`src/hdl/ptd_pkg.sv`:
```
// Package for the phase-angle triac dimmer core: widths, reset values,
// register indexes and the item record passed between the delay pipe and the phase unit.
`timescale 1ns / 1ps

package ptd_pkg;

    localparam int HALF_W  = 16;
    localparam int PULSE_W = 12;
    localparam int DEB_W   = 16;
    localparam int PCT_W   = 8;
    localparam int TICK_W  = 32;
    localparam int CFG_W   = 16;

    localparam logic [PCT_W-1:0] PCT_FULL = 8'd100;

    // Exact floor(x/100) for x < 2^23: (x * RECIP_100) >> RECIP_SHIFT
    localparam int PROD_W      = 23;
    localparam int RECIP_W     = 24;
    localparam int RECIP_SHIFT = 30;
    localparam logic [RECIP_W-1:0] RECIP_100 = 24'd10737419;

    localparam logic [HALF_W-1:0]  HALF_RST  = 16'd10000;
    localparam logic [PULSE_W-1:0] PULSE_RST = 12'd100;
    localparam logic [DEB_W-1:0]   DEB_RST   = 16'd2000;

    typedef enum logic [1:0] {
        CFG_HALF_CYCLE  = 2'd0,
        CFG_GATE_PULSE  = 2'd1,
        CFG_ZC_DEBOUNCE = 2'd2
    } cfg_idx_t;

    // One tick request after the delay pipe
    typedef struct packed {
        logic              rise;
        logic              pct_zero;
        logic              pct_full;
        logic [HALF_W-1:0] delay;
    } ptd_item_t;

endpackage

```
`src/hdl/ptd_delay.sv`:
```
// Three-stage pipe: input register, half_cycle*(100-p) product, divide by 100 and clamp.
// Depends on ptd_pkg.
`timescale 1ns / 1ps

module ptd_delay (
    input  logic                       clk,
    input  logic                       rst_n,
    input  logic                       in_valid,
    output logic                       in_ready,
    input  logic                       rise,
    input  logic [ptd_pkg::PCT_W-1:0]  pct,
    input  logic [ptd_pkg::HALF_W-1:0] half_cycle,
    input  logic [ptd_pkg::HALF_W-1:0] delay_limit,
    output logic                       item_valid,
    input  logic                       item_ready,
    output ptd_pkg::ptd_item_t         item
);
    import ptd_pkg::*;

    localparam int MUL_W = PROD_W + RECIP_W;

    logic                v1_reg, v2_reg, v3_reg;
    logic                rdy1, rdy2, rdy3;
    logic                rise1_reg;
    logic [PCT_W-1:0]    pct1_reg;
    logic                rise2_reg, zero2_reg, full2_reg;
    logic [PROD_W-1:0]   prod2_reg;
    ptd_item_t           item3_reg;

    logic [6:0]          comp;
    logic [PROD_W-1:0]   prod_next;
    logic [MUL_W-1:0]    recip_mul;
    logic [HALF_W-1:0]   quot;
    ptd_item_t           item3_next;

    assign rdy3     = !v3_reg || item_ready;
    assign rdy2     = !v2_reg || rdy3;
    assign rdy1     = !v1_reg || rdy2;
    assign in_ready = rdy1;

    // stage 2: product
    assign comp      = 7'(PCT_FULL - pct1_reg);
    assign prod_next = {7'd0, half_cycle} * {16'd0, comp};

    // stage 3: reciprocal divide, then clamp
    assign recip_mul = MUL_W'(prod2_reg) * MUL_W'(RECIP_100);
    assign quot      = recip_mul[RECIP_SHIFT+HALF_W-1:RECIP_SHIFT];

    always_comb
    begin
        item3_next.rise     = rise2_reg;
        item3_next.pct_zero = zero2_reg;
        item3_next.pct_full = full2_reg;
        item3_next.delay    = (quot > delay_limit) ? delay_limit : quot;
    end

    always_ff @(posedge clk or negedge rst_n)
    begin
        if (!rst_n)
        begin
            v1_reg <= 1'b0;
            v2_reg <= 1'b0;
            v3_reg <= 1'b0;
        end
        else
        begin
            if (rdy1)
                v1_reg <= in_valid;
            if (rdy2)
                v2_reg <= v1_reg;
            if (rdy3)
                v3_reg <= v2_reg;
        end
    end

    always_ff @(posedge clk)
    begin
        if (rdy1 && in_valid)
        begin
            rise1_reg <= rise;
            pct1_reg  <= pct;
        end
        if (rdy2 && v1_reg)
        begin
            rise2_reg <= rise1_reg;
            zero2_reg <= (pct1_reg == '0);
            full2_reg <= (pct1_reg >= PCT_FULL);
            prod2_reg <= prod_next;
        end
        if (rdy3 && v2_reg)
            item3_reg <= item3_next;
    end

    assign item_valid = v3_reg;
    assign item       = item3_reg;

endmodule

```
`src/hdl/ptd_phase.sv`:
```
// Tick state: debounce, one-shot alarm, gate pulse counter and the result register.
// Depends on ptd_pkg.
`timescale 1ns / 1ps

module ptd_phase (
    input  logic                        clk,
    input  logic                        rst_n,
    input  logic                        item_valid,
    output logic                        item_ready,
    input  ptd_pkg::ptd_item_t          item,
    input  logic [ptd_pkg::PULSE_W-1:0] gate_pulse,
    input  logic [ptd_pkg::DEB_W-1:0]   zc_debounce,
    output logic                        out_valid,
    input  logic                        out_stall,
    output logic                        gate_level,
    output logic                        zc_accepted
);
    import ptd_pkg::*;

    logic [TICK_W-1:0]   tick_count_reg, last_cross_reg, fire_time_reg;
    logic [TICK_W-1:0]   last_cross_next, fire_time_next, since_cross;
    logic                armed_reg, armed_next, armed_mid;
    logic [PULSE_W-1:0]  pulse_reg, pulse_next, pulse_mid;
    logic                accepted, hit, gate;
    logic                out_valid_reg, gate_level_reg, zc_accepted_reg;
    logic                load;

    assign item_ready = !out_valid_reg || !out_stall;
    assign load       = item_valid && item_ready;

    assign since_cross = tick_count_reg - last_cross_reg;

    always_comb
    begin
        accepted        = item.rise && (since_cross >= TICK_W'(zc_debounce));
        last_cross_next = last_cross_reg;
        fire_time_next  = fire_time_reg;
        armed_mid       = armed_reg;
        pulse_mid       = pulse_reg;
        hit             = armed_reg && (fire_time_reg == tick_count_reg);
        if (accepted)
        begin
            last_cross_next = tick_count_reg;
            if (item.pct_zero)
            begin
                pulse_mid = '0;
                armed_mid = 1'b0;
                hit       = 1'b0;
            end
            else if (item.pct_full)
            begin
                pulse_mid = gate_pulse;
                armed_mid = 1'b0;
                hit       = 1'b0;
            end
            else
            begin
                fire_time_next = tick_count_reg + TICK_W'(item.delay);
                armed_mid      = 1'b1;
                hit            = (item.delay == '0);   // zero delay fires now
            end
        end
        armed_next = armed_mid;
        if (hit)
        begin
            armed_next = 1'b0;
            pulse_mid  = gate_pulse;
        end
        gate       = (pulse_mid != '0);
        pulse_next = gate ? pulse_mid - 1'b1 : pulse_mid;
    end

    always_ff @(posedge clk or negedge rst_n)
    begin
        if (!rst_n)
        begin
            tick_count_reg <= '0;
            last_cross_reg <= '0;
            fire_time_reg  <= '0;
            armed_reg      <= 1'b0;
            pulse_reg      <= '0;
            out_valid_reg  <= 1'b0;
        end
        else
        begin
            if (item_ready)
                out_valid_reg <= item_valid;
            if (load)
            begin
                tick_count_reg <= tick_count_reg + 1'b1;
                last_cross_reg <= last_cross_next;
                fire_time_reg  <= fire_time_next;
                armed_reg      <= armed_next;
                pulse_reg      <= pulse_next;
            end
        end
    end

    always_ff @(posedge clk)
    begin
        if (load)
        begin
            gate_level_reg  <= gate;
            zc_accepted_reg <= accepted;
        end
    end

    assign out_valid   = out_valid_reg;
    assign gate_level  = gate_level_reg;
    assign zc_accepted = zc_accepted_reg;

endmodule

```
`src/hdl/phase_angle_triac_dimmer_core.sv`:
```
// Top level of the phase-angle triac dimmer: configuration registers, delay pipe, phase unit.
// Depends on ptd_pkg, ptd_delay and ptd_phase.
`timescale 1ns / 1ps

// Phase-angle triac dimmer core.
// Input channel (in_valid / in_stall): one request per microsecond tick, carrying
// zc_rise (zero-cross rising edge this tick) and power_percent (0 off, >= 100 full).
// Output channel (out_valid / out_stall): one result per request, in order:
// gate_level (triac gate drive this tick) and zc_accepted (edge passed debounce).
// Configuration: cfg_we writes cfg_data into register cfg_index
// (0 half cycle, 1 gate pulse width, 2 zero-cross debounce; index 3 is ignored).
// Write only when no request is in flight.
// Path: a request passes four registers on its way from accept to result valid
// (input register, product, divide by 100 with clamp, then the tick state
// update into the result register). Throughput: one request per cycle while
// out_stall is low; the tick state loop (debounce compare, alarm compare, pulse
// counter) is combinational between the tick state registers.
// Reset: tick counter, timestamps, alarm and pulse clear; config regs take
// their defaults (10000, 100, 2000). The block accepts requests right away.
// Stall: a stalled result holds in the result register; the pipe keeps
// filling until each of its four stages is full, then in_stall rises.
module phase_angle_triac_dimmer_core (
    input  logic                        clk,
    input  logic                        rst_n,
    input  logic                        in_valid,
    output logic                        in_stall,
    input  logic                        zc_rise,
    input  logic [ptd_pkg::PCT_W-1:0]   power_percent,
    output logic                        out_valid,
    input  logic                        out_stall,
    output logic                        gate_level,
    output logic                        zc_accepted,
    input  logic                        cfg_we,
    input  logic [1:0]                  cfg_index,
    input  logic [ptd_pkg::CFG_W-1:0]   cfg_data
);
    import ptd_pkg::*;

    logic [HALF_W-1:0]  half_cycle_reg;
    logic [PULSE_W-1:0] gate_pulse_reg;
    logic [DEB_W-1:0]   zc_debounce_reg;
    logic [HALF_W-1:0]  delay_limit;
    logic               in_ready;
    logic               item_valid, item_ready;
    ptd_item_t          item;
    logic [2:0]         inflight_reg, inflight_next;
    logic               in_acc, out_acc;

    // config writes
    always_ff @(posedge clk or negedge rst_n)
    begin
        if (!rst_n)
        begin
            half_cycle_reg  <= HALF_RST;
            gate_pulse_reg  <= PULSE_RST;
            zc_debounce_reg <= DEB_RST;
        end
        else if (cfg_we)
        begin
            unique case (cfg_idx_t'(cfg_index))
                CFG_HALF_CYCLE:  half_cycle_reg  <= cfg_data;
                CFG_GATE_PULSE:  gate_pulse_reg  <= cfg_data[PULSE_W-1:0];
                CFG_ZC_DEBOUNCE: zc_debounce_reg <= cfg_data;
                default: ;
            endcase
        end
    end

    // latest alarm delay: half_cycle - pulse - 1, or 0 when not positive
    always_comb
    begin
        if ({1'b0, half_cycle_reg} > ({5'd0, gate_pulse_reg} + 17'd1))
            delay_limit = half_cycle_reg - {4'd0, gate_pulse_reg} - 16'd1;
        else
            delay_limit = '0;
    end

    ptd_delay u_delay (
        .clk         (clk),
        .rst_n       (rst_n),
        .in_valid    (in_valid),
        .in_ready    (in_ready),
        .rise        (zc_rise),
        .pct         (power_percent),
        .half_cycle  (half_cycle_reg),
        .delay_limit (delay_limit),
        .item_valid  (item_valid),
        .item_ready  (item_ready),
        .item        (item)
    );

    ptd_phase u_phase (
        .clk         (clk),
        .rst_n       (rst_n),
        .item_valid  (item_valid),
        .item_ready  (item_ready),
        .item        (item),
        .gate_pulse  (gate_pulse_reg),
        .zc_debounce (zc_debounce_reg),
        .out_valid   (out_valid),
        .out_stall   (out_stall),
        .gate_level  (gate_level),
        .zc_accepted (zc_accepted)
    );

    assign in_stall = !in_ready;

    // requests in flight, for the checks below
    assign in_acc  = in_valid && !in_stall;
    assign out_acc = out_valid && !out_stall;

    always_comb
    begin
        inflight_next = inflight_reg;
        if (in_acc && !out_acc)
            inflight_next = inflight_reg + 3'd1;
        else if (out_acc && !in_acc)
            inflight_next = inflight_reg - 3'd1;
    end

    always_ff @(posedge clk or negedge rst_n)
    begin
        if (!rst_n)
            inflight_reg <= '0;
        else
            inflight_reg <= inflight_next;
    end

    // an empty result register never backs up the input
    a_no_stall_when_empty: assert property (@(posedge clk) disable iff (!rst_n)
        !out_valid |-> !in_stall)
        else $error("input stalled with empty result register");

    // at most one request per pipe stage
    a_inflight_bound: assert property (@(posedge clk) disable iff (!rst_n)
        inflight_reg <= 3'd4)
        else $error("more requests in flight than pipe stages");

    // a result is only shown for a request that was taken
    a_result_has_request: assert property (@(posedge clk) disable iff (!rst_n)
        out_valid |-> inflight_reg != 3'd0)
        else $error("result without a pending request");

    // a full pipe with a stalled result stalls the input
    a_full_stalls: assert property (@(posedge clk) disable iff (!rst_n)
        (inflight_reg == 3'd4) && out_stall |-> in_stall)
        else $error("request accepted into a full pipe");

endmodule
```
`config.mk`:
```
export PLATFORM = sky130hd
export DESIGN_NAME = phase_angle_triac_dimmer_core
export DESIGN_NICKNAME = d
export VERILOG_FILES = /design/src/hdl/ptd_pkg.sv /design/src/hdl/ptd_delay.sv /design/src/hdl/ptd_phase.sv /design/src/hdl/phase_angle_triac_dimmer_core.sv
export SDC_FILE = /design/constraint.sdc
export NUM_CORES = 1
export LEC_CHECK = 0
export BUFFER_PORTS_ARGS = -buffer_cell sky130_fd_sc_hd__buf_4
export CAP_MARGIN = 20
export CORE_UTILIZATION = 35
export CTS_CLUSTER_DIAMETER = 50
export DETAILED_ROUTE_END_ITERATION = 6
export PLACE_DENSITY = 0.52
export SLEW_MARGIN = 20
export SYNTH_ARGS = -nofsm -noshare
export SYNTH_HDL_FRONTEND = slang
export SYNTH_SLANG_ARGS = --single-unit
```
`constraint.sdc`:
```
create_clock -name clk -period 8.7 [get_ports clk]
set_input_delay 1.305 -clock clk [delete_from_list [all_inputs] [get_ports clk]]
set_output_delay 1.305 -clock clk [all_outputs]
set_load 0.01 [all_outputs]
```
==> impl_results.md <==
- Outcome: complete, but fails checks
- Failing checks: negative setup slack
- Post-layout nets: 3,605
- Starting Density: 35.6%
- TritonCTS buffer count: 28
- Cell taking the most area after synthesis: fa_1
- H-tree levels: 1
- Cell count after synthesis: 2,745
- Final period utilization: 103%
- Synthesized area per cell: 9.53 um2
- Clock Skew: 0.0412 ns
- Setup CP Type: reg -> reg
- Minimum clock period: 8.96 ns
- Worst path arrival time: 9.31 ns
- Area grow syn2layout: 14.7%
- Most used cell, CP: fa_1
- Die ar.: 75,900 um2
- Vias in the first global route: 20,700
- Synth Cell Area: 26,200 um2
- First-pass GRT wire length: 114,000 um
- Worst EP required: 9.05 ns
- Final Setup Violations: 16
- Critical path launch point type: flip-flop
- Num rows: 99
- CTS tree: built
- Hold Path Class: reg -> reg
- DR WL/cell: 18.2 um
- Clock latency on the worst-skew pair: 0.59 ns
- Hold Buf Count CTS: 0
- Fin util: 40.9%
- Rel. slew slack: 33.1%
- Fraction of registers with async set/reset: 73.7%
- Fillers: 7,213
- RSZ-0062 raised after global routing: yes
- Crit end category: flip-flop
- # port buffers: 35
- Fmax: 112 MHz
- Overall global routing resource usage: 19.3%
- Measured slew at the worst slew-check pin: 1.00 ns
- CTS root buf: clkbuf_16
- IO Pins: 36
- Fin. Hold Viols: 0
- Crit path largest cell delay: 0.53 ns
- Sequential cell area: 5630 um2
- Footprint of the multi-input gates: 18,700 um2
- Clock transition at path regs: 0.07 ns
- Total wire length: 70,800 um
- Yosys cell types: 93
- Die width: 275 um
- Vias: 19,400
- Initial drt markers: 1,140
- CTS sink count: 213
- Die Span Y: 275 um
- YS warnings: 0
- Synth top area cells: fa_1, ha_1, dfrtp_1
- # DRC: 0
- Critical path peak fanout: 7
- Vias/cell: 4.98
- DRT Pass-1 Iters: 5
- Buffer and inverter count on the worst path: 9
- Gpl congestion: 0.927
- Max-Cap Viols: 0
- Slew Limit Fails: 0
- DPL Wire Length: 59,100 um
- Core area: 73,500 um2
- Final worst slack: -0.260 ns
- Yosys top cell area share: 20.3%
- Grt ovf: 0
- Mapped Nets: 3,433
- Primary FF master, synth: dfrtp_1
- Post-synth EDFFs: 56
- Layout cells sized above 1: 14.0%
- Ant. Diodes: 0
- Largest net degree at the start of global routing: 87
- Antenna viol nets, final: 0
- Initial antenna violation count: 0
- Seq cells post-synth: 213
- Seq/Total Area, Yosys: 21.5%
- Crit path max-delay family: adder cells
- Crit-path slowest cell: fa_1
- Clk buf depth: 3
-- cell families (layout without fill, tap and decap cells) --
kind of cell,Yosys count,after routing,share of synthesized area (%)
compound gates,415,415,10.3
xor+xnor,180,180,6.02
fa+ha+maj,656,656,39.0
buf+inv,563,757,8.12
flops,213,213,21.5
mux,65,65,2.76
simple gates,653,653,12.3
-- worst reg2reg max path: cells and delay by family, from the launching register on --
kind                     cells  cell delay, ns
AO/OA/AOI/OAI               18            2.70
XOR/XNOR                     1            0.19
adder cells (fa/ha/maj)      9            3.72
buffers and inverters        9            0.85
flip-flops                   1            0.44
AND/OR/NAND/NOR              8            0.85
-- Yosys cell counts, types with 6 or more instances --
| library cell | instances |
|---|---|
| o21ai_0 | 125 |
| fa_1 | 266 |
| a31oi_1 | 13 |
| dfstp_2 | 14 |
| a211oi_1 | 14 |
| xnor2_1 | 105 |
| clkbuf_1 | 59 |
| o31ai_1 | 10 |
| a21o_1 | 44 |
| mux2i_1 | 10 |
| o21a_1 | 15 |
| nor3_1 | 41 |
| nand3b_1 | 9 |
| nand3_1 | 54 |
| a21boi_0 | 8 |
| nand2_1 | 250 |
| edfxtp_1 | 56 |
| nand2b_1 | 29 |
| nor4_1 | 19 |
| nor3b_1 | 6 |
| o211ai_1 | 10 |
| and3_1 | 16 |
| nor2b_1 | 24 |
| or2_2 | 8 |
| nand4_1 | 28 |
| ha_1 | 390 |
| xor2_1 | 75 |
| inv_1 | 496 |
| a21oi_1 | 86 |
| and2_1 | 34 |
| nor2_1 | 97 |
| or3_1 | 13 |
| a211o_1 | 7 |
| o21bai_1 | 22 |
| mux2_2 | 53 |
| dfrtp_1 | 143 |
-- cells in the final DEF (no fill, tap or decap), drive strengths merged, types with 55 or more instances in the layout --
cell	netlist	layout
xor2	75	75
dfrtp	143	143
edfxtp	56	56
nand2	251	251
o21ai	129	129
a21oi	87	87
fa	266	266
xnor2	105	105
nand3	55	55
nor2	97	97
inv	497	504
buf	7	208
ha	390	390
-- metal layers --
metal	part of all wire, %	routed length [um]	vias to the layer above	global-route usage (%)
met5	0	0	-	0
li1	-	-	9433	-
met4	2.4	1680	0	5.06
met1	48	34100	9517	27.1
met3	4.4	3140	84	2.69
met2	45	31800	369	31.2
-- metrics by stage --
| step | setup TNS, ns | instance area (um2) | worst slack, ns | std cells | hold WS (ns) |
|---|---|---|---|---|---|
| 3_3_place_gp | -4.15 | 28500 | -0.347 | 3821 | 0.414 |
| 2_1_floorplan | 0 | 26200 | 0.0178 | 2745 | 0.400 |
| 5_1_grt | -10.04 | 30000 | -0.686 | 3898 | 0.447 |
| 3_5_place_dp | -5.89 | 28500 | -0.447 | 3821 | 0.411 |
| 6_report | -3.20 | 30000 | -0.260 | 3898 | 0.424 |
| 4_1_cts | -4.07 | 29800 | -0.304 | 3888 | 0.430 |
-- area by class of cell --
cell class	instances	share of cell area, %
multi-input combinational	1969	62.3
sequential	213	18.8
inverter	497	6.22
timing repair buffer	208	5.33
tap	959	4.00
clock buffer	33	2.55
clock inverter	19	0.855
-- path summary, 6_finish.rpt --
check / startpoint / end / slack [ns] / cells past startpoint
worst max register to register: u_delay.prod2_reg[2] / u_delay.item[10] / -0.26 / 45
worst min-delay path: u_delay.rise2_reg / u_delay.item[18] / 0.42 / 0
worst max-delay path: u_delay.prod2_reg[2] / u_delay.item[10] / -0.26 / 45
max in group asynchronous: rst_n / u_phase.out_valid / 6.37 / 2
worst min register to register: u_delay.rise2_reg / u_delay.item[18] / 0.42 / 0
min in group asynchronous: rst_n / u_phase.tick_count_reg[26] / 0.80 / 1
-- what timing repair did --
| item | in CTS | in global routing |
|---|---|---|
| gates cloned | 0 | 0 |
| gates resized for setup | 35 | 18 |
| setup endpoints to repair | 16 | 16 |
| pin swaps | 31 | 21 |
| buffers inserted | 16 | 10 |
Power is not shown: default switching activity piles up to over one toggle a cycle in this logic, so the estimate is an artifact.
